## src/rtl/core/chained_hash_table_engine_macros.svh

```systemverilog
`ifndef CHAINED_HASH_TABLE_ENGINE_MACROS_SVH
`define CHAINED_HASH_TABLE_ENGINE_MACROS_SVH

// Same-cycle implication, checked outside reset.
`define CHTE_ASSERT_IMPL(label, clk, rst_n, ante, cons) \
    label: assert property (@(posedge clk) disable iff (!(rst_n)) (ante) |-> (cons)) \
        else $error("chained hash table engine check failed");

// Next-cycle implication, checked outside reset.
`define CHTE_ASSERT_NEXT(label, clk, rst_n, ante, cons) \
    label: assert property (@(posedge clk) disable iff (!(rst_n)) (ante) |=> (cons)) \
        else $error("chained hash table engine check failed");

`endif

```

## src/rtl/core/chte_ram.sv

```systemverilog
module chte_ram #(
    parameter int WIDTH = 8,
    parameter int DEPTH = 16
) (
    input  logic                     aclk,
    input  logic                     we,
    input  logic [$clog2(DEPTH)-1:0] waddr,
    input  logic [WIDTH-1:0]         wdata,
    input  logic [$clog2(DEPTH)-1:0] raddr,
    output logic [WIDTH-1:0]         rdata
);

    logic [WIDTH-1:0] mem [DEPTH];
    logic [WIDTH-1:0] rdata_reg;

    always_ff @(posedge aclk) begin
        if (we) begin
            mem[waddr] <= wdata;
        end
        rdata_reg <= mem[raddr];
    end

    assign rdata = rdata_reg;

endmodule

```

## config.mk

```make
export PLATFORM = sky130hd
export DESIGN_NAME = chte_ram
export DESIGN_NICKNAME = d
export VERILOG_FILES = /design/src/rtl/core/chained_hash_table_engine_macros.svh /design/src/rtl/core/chte_ram.sv
export SDC_FILE = /design/constraint.sdc
export NUM_CORES = 1
export LEC_CHECK = 0
export ABC_CLOCK_PERIOD_IN_PS = 1600
export BUFFER_PORTS_ARGS = -buffer_cell sky130_fd_sc_hd__buf_2
export CAP_MARGIN = 20
export CORE_ASPECT_RATIO = 1.75
export CORE_UTILIZATION = 40
export CTS_BUF_LIST = sky130_fd_sc_hd__clkbuf_16
export CTS_CLUSTER_DIAMETER = 150
export DETAILED_ROUTE_END_ITERATION = 10
export SYNTH_ARGS = -nofsm -noshare
export SYNTH_HDL_FRONTEND = slang
export SYNTH_SLANG_ARGS = --single-unit
export TNS_END_PERCENT = 50
```

## constraint.sdc

```tcl
create_clock -name aclk -period 1.6 [get_ports aclk]
set_input_delay 0.16 -clock aclk [delete_from_list [all_inputs] [get_ports aclk]]
set_output_delay 0.16 -clock aclk [all_outputs]
set_load 0.01 [all_outputs]
```

==> results of run 1 <==
==> synthesized netlist by cell type <==
cell type	count	share of area, %
a22oi_1	16	2.3
and2_1	1	0.12
and2b_1	1	0.15
buf_2	3	0.29
buf_4	1	0.15
buf_6	3	0.66
clkdlybuf4s25_2	3	0.58
dfxtp_1	8	3.1
edfxtp_1	128	75
mux4_1	14	7.1
mux4_2	18	7.9
nand2_1	9	0.66
nand2b_1	2	0.24
nand3_1	1	0.097
nand3b_1	2	0.29
nor2_1	13	0.95
nor2b_1	1	0.12
nor3_1	4	0.39
or3b_2	1	0.17
==> layer usage <==
layer  vias up  wire length, microns
met5         -                     0
met4         0                   334
met3        22                   396
met2        80                  5350
met1      1233                  3740
li1       1091                     -
==> area by class of cell <==
class                   count  area (sq um)  area share, %
clock buffers              17           425           6.81
clock inverters            15           185           2.97
repair buffers             51           358           5.73
multi-input cells          83          1060           17.0
well taps                 168           210           3.37
flip-flops and latches    136          4000           64.1
==> path summary, 6_finish.rpt <==
| kind | slack (ns) | end |
|---|---|---|
| setup / recovery | 0.27 | rdata[6] |
| hold reg to reg | 0.68 | rdata[2] |
| setup reg to reg | 0.27 | rdata[6] |
| hold / removal | 0.13 | mem[4][2] |
==> kinds of logic after synthesis <==
| kind of cell | after synthesis |
|---|---|
| flops | 136 |
| compound gates | 16 |
| mux | 32 |
| buf+inv | 10 |
| simple gates | 35 |
==> per-stage QoR <==
step	utilization (%)	area (sq um)
3_3_place_gp	45.1	5630
2_1_floorplan	-	5150
5_1_grt	50.0	6240
6_report	50.0	6240
3_5_place_dp	45.1	5630
4_1_cts	50.0	6240
==> power breakdown <==
part / leakage (nW) / switching, mW / internal (mW)
clock network: 0.293 / 1.39 / 2.58
logic: 0.623 / 0.214 / 0.171
registers: 1.22 / 0.0202 / 3.98
==> critical path: stages, from the launching register on <==
cell      delay, ns
edfxtp_1       0.36
mux4_2         0.48
a22oi_1        0.26
nand2_1        0.10
==> impl_metrics.json, run 1 <==
{
  "use_met1_pct": 19.7,
  "syn_inst": 229,
  "cts_hold_buf": 0,
  "tns_ns": 0,
  "diodes": 0,
  "yosys.area_share.simple_pct": 3.18,
  "critPathArrivalTime_ns": 1.62,
  "fin_total_pwr_mw": 8.36,
  "rsz0062_at_grt": "false",
  "fin_worst_skew_ns": 0.00539,
  "via_count": 2426,
  "synth.distinct_cells": 19,
  "synth_fa_ha_area_share_pct": 0,
  "timing.fmax_mhz": 754,
  "vdd_drop_max_mv": 0.696,
  "muxShareOfSynthArea_pct": 15.0,
  "max_cap_viol_count": 0,
  "holdWs_ns": 0.126,
  "dp.cells": 438,
  "hold_path.class": "primary input to flip-flop",
  "setup_viol": 0,
  "r2r_start": "mem[3][6]",
  "die_w_microns": 87.8,
  "finalNetCount": 307,
  "cp_max_fo": 1,
  "hp-start": "wdata[2]",
  "drt-pass1-iter-count": 4,
  "grt_max_degree": 33,
  "whs_path_depth": 1,
  "slew_violations": 0,
  "fill_cells": 994,
  "cts_buffers": 17,
  "powerDensity_mw_per_mm2": 1340,
  "routed_wl_mm": 9.82,
  "grt_pass1_vias": 2622,
  "ctsResizeCount": 0,
  "fin_crit_ns": 1.33,
  "reg2regPathDepth": 3,
  "crit_required_ns": 1.89,
  "relSlewSlack_pct": 72.2,
  "num_rows": 54,
  "end_kind": "flip-flop",
  "top_usage_layer": "met2",
  "core_sq_mm": 0.0125,
  "grt_pass1_wl_mm": 15.4,
  "final_cell_mix": "edfxtp_1 (128), buf_2 (25), buf_4 (23)",
  "syn_area_sq_mm": 0.00515,
  "worst_slack_ns": 0.274,
  "antenna_found_initial": 0,
  "via_per_inst": 5.16,
  "start_util_pct": 41.2,
  "period_share_pct": 82.9,
  "startpoint_type": "flip-flop",
  "area_delta_synth_final_pct": 21.3,
  "finalHoldViolCount": 0,
  "portBuffers": 25,
  "pre_cts_slack_ns": -0.00891,
  "synth_top_family_by_area": "multiplexers",
  "drtIter0Drc": 177,
  "synth-warning-count": 0,
  "place_hpwl_mm": 6.66,
  "cts_tree": "done",
  "seq_area_frac_synth_pct": 77.8,
  "postCtsSetupBuffers": 0,
  "gp_congestion": 0.694,
  "crit_start": "mem[3][6]",
  "die_h_microns": 152,
  "worstMarginPinSlew_ns": 0.417,
  "final_common_cell": "edfxtp_1",
  "clkTransAtPathRegs_ns": 0.06,
  "gr-usage-met2_pct": 27.7,
  "crit_type": "flip-flop to flip-flop",
  "ant_nets": 0,
  "synth-xor-area-share_pct": 0,
  "design.die.area_sq_mm": 0.0133,
  "ys_ff_latch": 136,
  "grt_usage_pct": 16.7,
  "clock_sinks": 136,
  "h-tree-depth": 4,
  "post-route-drc-count": 0,
  "outcome": "finished clean",
  "cts_buffer_depth": 2,
  "syn_nets": 247,
  "instances_no_fill": 470,
  "synth_compound_area_share_pct": 2.33,
  "gr-usage-met3_pct": 3.69,
  "ios": 26,
  "leakage_nw": 2.14,
  "wl_per_cell_microns": 20.9,
  "synth.avg_cell_area_sq_um": 22.5,
  "ctsRootBufferMaster": "clkbuf_16",
  "clk_latency_ns": 0.41,
  "overflow": 0,
  "drive_above_1_share_pct": 32.8,
  "largest_reg_flops": 128
}
(Power assumes the default switching activity.)
==> run 2: changes to the inputs <==
- ABC_AREA: not set -> 1
- ABC_CLOCK_PERIOD_IN_PS: 1600 -> 1300
- clock period: 1.6 -> 1.3 ns (I/O delays scaled with it)
==> impl_metrics.json, run 2 <==
{
  "max_cap_viol_count": 0,
  "rsz0062_at_grt": "false",
  "syn_area_sq_mm": 0.00577,
  "power.switching_mw": 2.11,
  "h-tree-depth": 4,
  "multi_input_area_sq_mm": 0.00121,
  "period_share_pct": 77.3,
  "worst-path-buf-inv": 1,
  "grt_pass1_vias": 3755,
  "cts_hold_buf": 0,
  "synth_most_common_cell": "nand2_1",
  "seq_area_frac_synth_pct": 69.4,
  "num_rows": 57,
  "area_delta_synth_final_pct": 17.2,
  "ctsRootBufferMaster": "clkbuf_16",
  "start_util_pct": 41.3,
  "cts_buffers": 17,
  "routed_wl_mm": 12.3,
  "fin_worst_skew_ns": 0.00877,
  "worstMarginPinSlew_ns": 0.331,
  "syn_inst": 551,
  "largest_reg_flops": 128,
  "portBuffers": 25,
  "core_sq_mm": 0.0140,
  "drt-pass1-iter-count": 4,
  "fin_crit_ns": 1.01,
  "end_kind": "output port",
  "ant_nets": 0,
  "max_stage_delay_ns": 0.33,
  "gr-usage-met2_pct": 31.4,
  "ios": 26,
  "drive_above_1_share_pct": 12.6,
  "syn_nets": 569,
  "cts_tree": "done",
  "gr-usage-met3_pct": 4.88,
  "timing.fmax_mhz": 995,
  "p_int_mw": 8.04,
  "synth.distinct_cells": 12,
  "seqPwrFrac_pct": 48.6,
  "grt_pass1_wl_mm": 19.3,
  "vdd_drop_max_mv": 0.826,
  "comb_power_share_pct": 5.9,
  "fill_cells": 1289,
  "synth_top_cells_by_count": "nand2_1 (173), edfxtp_1 (128), inv_1 (100)",
  "synthFlopType": "edfxtp_1",
  "final_cell_mix": "nand2_1 (173), edfxtp_1 (128), inv_1 (103)",
  "crit_required_ns": 1.17,
  "wl_per_cell_microns": 15.6,
  "die_h_microns": 161,
  "overflow": 0,
  "critPathSlowestCell": "dfxtp_1",
  "finalNetCount": 615,
  "setup_viol": 0,
  "cp_max_fo": 1,
  "pwr-share-clk_pct": 45.5,
  "synth_edf_count": 128,
  "synth.avg_cell_area_sq_um": 10.5,
  "grt_usage_pct": 17.8,
  "cp_cell_sequence": "buf_2",
  "place_hpwl_mm": 8.06,
  "design.die.area_sq_mm": 0.0149,
  "startpoint_type": "flip-flop",
  "finalHoldViolCount": 0,
  "clock_sinks": 136,
  "slew_violations": 0,
  "synth_top_area_share_pct": 66.7,
  "final_util_pct": 48.4,
  "yosysTopAreaCell": "edfxtp_1",
  "grt_max_degree": 65,
  "crit_type": "flip-flop to output port",
  "synth_area_leaders": "edfxtp_1 (67%), nand2_1 (11%), nand3_1 (8.4%)",
  "leakage_nw": 2.96,
  "critPathArrivalTime_ns": 0.88,
  "seq_area_sq_mm": 0.00400,
  "clk_latency_ns": 0.42,
  "use_met1_pct": 19.0,
  "top_usage_layer": "met2",
  "diodes": 0,
  "drtIter0Drc": 310,
  "via_per_inst": 4.87,
  "gp_congestion": 0.791,
  "cp_top_family": "flip-flops",
  "holdWs_ns": 0.0785,
  "clkTransAtPathRegs_ns": 0.06,
  "ctsResizeCount": 0,
  "ys_ff_latch": 136,
  "antenna_found_initial": 0,
  "tns_ns": 0,
  "via_count": 3830,
  "powerDensity_mw_per_mm2": 1500,
  "synth-warning-count": 0,
  "cts_buffer_depth": 2,
  "relSlewSlack_pct": 77.9,
  "final_common_cell": "nand2_1",
  "p_sw_share_pct": 20.7,
  "postCtsSetupBuffers": 0,
  "die_w_microns": 92.8,
  "outcome": "finished clean",
  "postSynth.asyncResetShare_pct": 0,
  "post-route-drc-count": 0,
  "hold_path.class": "primary input to flip-flop"
}
==> run 2: changes by cell type in the layout (fill, tap and decap cells not counted), moves of 3 or more <==
cell        change
nand2_1       +164
inv_1         +102
nand3_1        +96
mux4_2         -18
a22oi_1        -16
mux4_1         -14
nor2_1          +4
clkinvlp_4      -3
nor3_1          -3
==> run 2: through the flow <==
stage	cells	power (mW)	instance area [sq um]	worst slack [ns]
final	787	10.1	6760	0.295
after global routing	787	10.5	6760	0.222
after CTS	787	10.2	6760	0.241
after detailed placement	755	5.63	6190	0.106
after global placement	755	5.61	6190	0.0796
after floorplan	551	5.38	5770	0.219
==> run 2: final timing paths <==
kind | from | endpoint | slack [ns] | cells past startpoint
worst min register to register | mem[12][1] | rdata[1] | 0.66 | 6
worst min-delay path | raddr[3] | rdata[4] | 0.08 | 3
worst max register to register | mem[3][7] | rdata[7] | 0.31 | 6
worst max-delay path | rdata[6] | rdata[6] | 0.29 | 1
==> run 2: cell type report <==
type / instances / area share [%]
Sequential cell: 136 / 59.2
Multi-Input combinational cell: 289 / 17.9
Clock buffer: 17 / 6.29
Inverter: 102 / 5.66
Timing Repair Buffer: 51 / 5.48
Tap cell: 177 / 3.28
Clock inverter: 15 / 2.13
==> run 2: logic make-up (layout without fill, tap and decap cells) <==
group | Yosys count | count (layout) | synth area share [%]
buf+inv | 126 | 185 | 9.52
simple gates | 289 | 289 | 21.0
flops | 136 | 136 | 69.4
==> run 2: power groups by stage <==
stage / clock [mW] / sequential [mW] / combinational, mW
after global routing: 4.88 / 4.94 / 0.668
final: 4.62 / 4.93 / 0.601
after CTS: 4.70 / 4.93 / 0.606
after detailed placement: 0 / 5.02 / 0.603
after floorplan: 0 / 5.03 / 0.346
after global placement: 0 / 5.02 / 0.591
==> run 2: routing by layer <==
metal,wire [microns],part of all wire [%]
met1,4610,37
met3,447,3.6
met4,456,3.7
met5,0,0
met2,6790,55
==> run 2: worst min-delay path: cells and delay by family <==
family / cells / cell delay [ns]
buffers and inverters: 1 / 0.17
AND/OR/NAND/NOR: 2 / 0.15
==> run 3: changes to the inputs <==
- ABC_CLOCK_PERIOD_IN_PS: 1300 -> 900
- clock period: 1.3 -> 0.9 ns (I/O delays scaled with it)
==> impl_metrics.json, run 3 (synthesis gave the netlist of run 2 again) <==
{
  "vdd_drop_max_mv": 1.25,
  "final_cell_mix": "nand2_1 (172), edfxtp_1 (128), inv_1 (101)",
  "drive_above_1_share_pct": 22.8,
  "multi_input_area_sq_mm": 0.00144,
  "fill_cells": 1269,
  "routed_wl_mm": 13.3,
  "die_h_microns": 161,
  "leakage_nw": 3.09,
  "timing.fmax_mhz": 1000,
  "start_util_pct": 41.3,
  "pre_cts_slack_ns": -0.356,
  "wl_per_cell_microns": 16.7,
  "holdWs_ns": 0.111,
  "diodes": 0,
  "clkTransAtPathRegs_ns": 0.06,
  "clock_sinks": 136,
  "grt_pass1_wl_mm": 20.6,
  "num_rows": 57,
  "fin_total_pwr_mw": 15.0,
  "powerDensity_mw_per_mm2": 2100,
  "crit_required_ns": 1.20,
  "rsz0062_at_grt": "true",
  "drt-pass1-iter-count": 5,
  "antenna_found_initial": 0,
  "die_w_microns": 92.8,
  "area_delta_synth_final_pct": 23.8,
  "cp_max_fo": 1,
  "ant_nets": 0,
  "fin_worst_skew_ns": 0.00441,
  "critPathArrivalTime_ns": 1.30,
  "cts_tree": "done",
  "via_count": 3862,
  "crit_type": "flip-flop to flip-flop",
  "core_sq_mm": 0.0140,
  "post-route-drc-count": 0,
  "end_kind": "flip-flop",
  "overflow": 0,
  "postCtsSetupBuffers": 0,
  "place_hpwl_mm": 8.73,
  "cts_buffers": 17,
  "slew_violations": 0,
  "final_common_cell": "nand2_1",
  "largest_reg_flops": 128,
  "finalNetCount": 625,
  "grt_max_degree": 60,
  "max_cap_viol_count": 0,
  "gp_congestion": 0.806,
  "startpoint_type": "flip-flop",
  "hold_path.class": "primary input to flip-flop",
  "finalHoldViolCount": 0,
  "ios": 26,
  "period_share_pct": 111,
  "clk_latency_ns": 0.41,
  "via_per_inst": 4.85,
  "worst_slack_ns": -0.0985,
  "outcome": "finished, violations left",
  "design.die.area_sq_mm": 0.0149,
  "seq_area_sq_mm": 0.00401,
  "setup_viol": 16,
  "cts_buffer_depth": 2,
  "fin_crit_ns": 0.999,
  "ctsRootBufferMaster": "clkbuf_16",
  "grt_pass1_vias": 3834,
  "relSlewSlack_pct": 73.0,
  "h-tree-depth": 4,
  "grt_usage_pct": 19.2,
  "dp.cells": 765,
  "instances_no_fill": 796,
  "portBuffers": 25,
  "drtIter0Drc": 220,
  "violations": "negative setup slack",
  "worstMarginPinSlew_ns": 0.405
}
run 3: cell count changes in the layout (fill, tap and decap cells not counted), moves of 5 or more:
| cell | previous run | this run |
|---|---|---|
| buf_2 | 25 | 20 |
| buf_4 | 22 | 30 |
| buf_6 | 0 | 5 |
| dfxtp_1 | 8 | 3 |
| nand3_1 | 97 | 61 |
| nand3_2 | 0 | 34 |
| nor2_1 | 17 | 9 |
| nor2_2 | 0 | 7 |
run 3: timing repair:
action,4_1_cts,5_1_grt
setup endpoints to repair,16,16
hold buffers,0,0
gates resized for setup,42,8
pin swaps,18,13
run 3: path summary, 6_finish.rpt:
| check | cells after the start | from | slack, ns | to |
|---|---|---|---|---|
| worst max-delay path | 6 | mem[6][2] | -0.1 | rdata[2] |
| worst min-delay path | 1 | wdata[7] | 0.11 | mem[11][7] |
| worst max register to register | 6 | mem[6][2] | -0.1 | rdata[2] |
| worst min register to register | 6 | mem[6][7] | 0.69 | rdata[7] |
run 3: per-stage QoR:
| step | util [%] | cell area (sq um) | TNS (ns) |
|---|---|---|---|
| finish | 51.1 | 7140 | -0.603 |
| global route | 51.1 | 7140 | -1.22 |
| CTS | 50.8 | 7110 | -0.758 |
| detailed placement | 45.2 | 6320 | -25.75 |
| global placement | 45.2 | 6320 | -24.09 |
| floorplan | - | 5790 | -11.76 |
run 3: critical path: stages, from the launching register on:
cell      delay, ns
edfxtp_1       0.38
nand2_1        0.07
nand2_1        0.06
nand2_1        0.08
nand3_2        0.14
nand3_2        0.11
nand2_2        0.05
run 3: area by class of cell:
class / count / area share, %
multi-input combinational: 289 / 20.1
sequential: 136 / 56.2
timing repair buffer: 61 / 7.03
inverter: 102 / 5.36
tap: 177 / 3.10
clock buffer: 17 / 5.96
clock inverter: 14 / 2.24
run 3: power by group:
group,switching [mW],internal [mW],total (mW)
logic,0.693,0.376,1.07
clock network,2.51,4.30,6.82
registers,0.0523,7.09,7.14
run 3: routing by layer:
layer / GRT usage [%] / up-vias / wire [microns]
li1: - / 1885 / -
met1: 21.3 / 1860 / 5140
met2: 34.2 / 86 / 7290
met3: 3.79 / 31 / 366
met4: 9.93 / 0 / 508
met5: 0 / - / 0
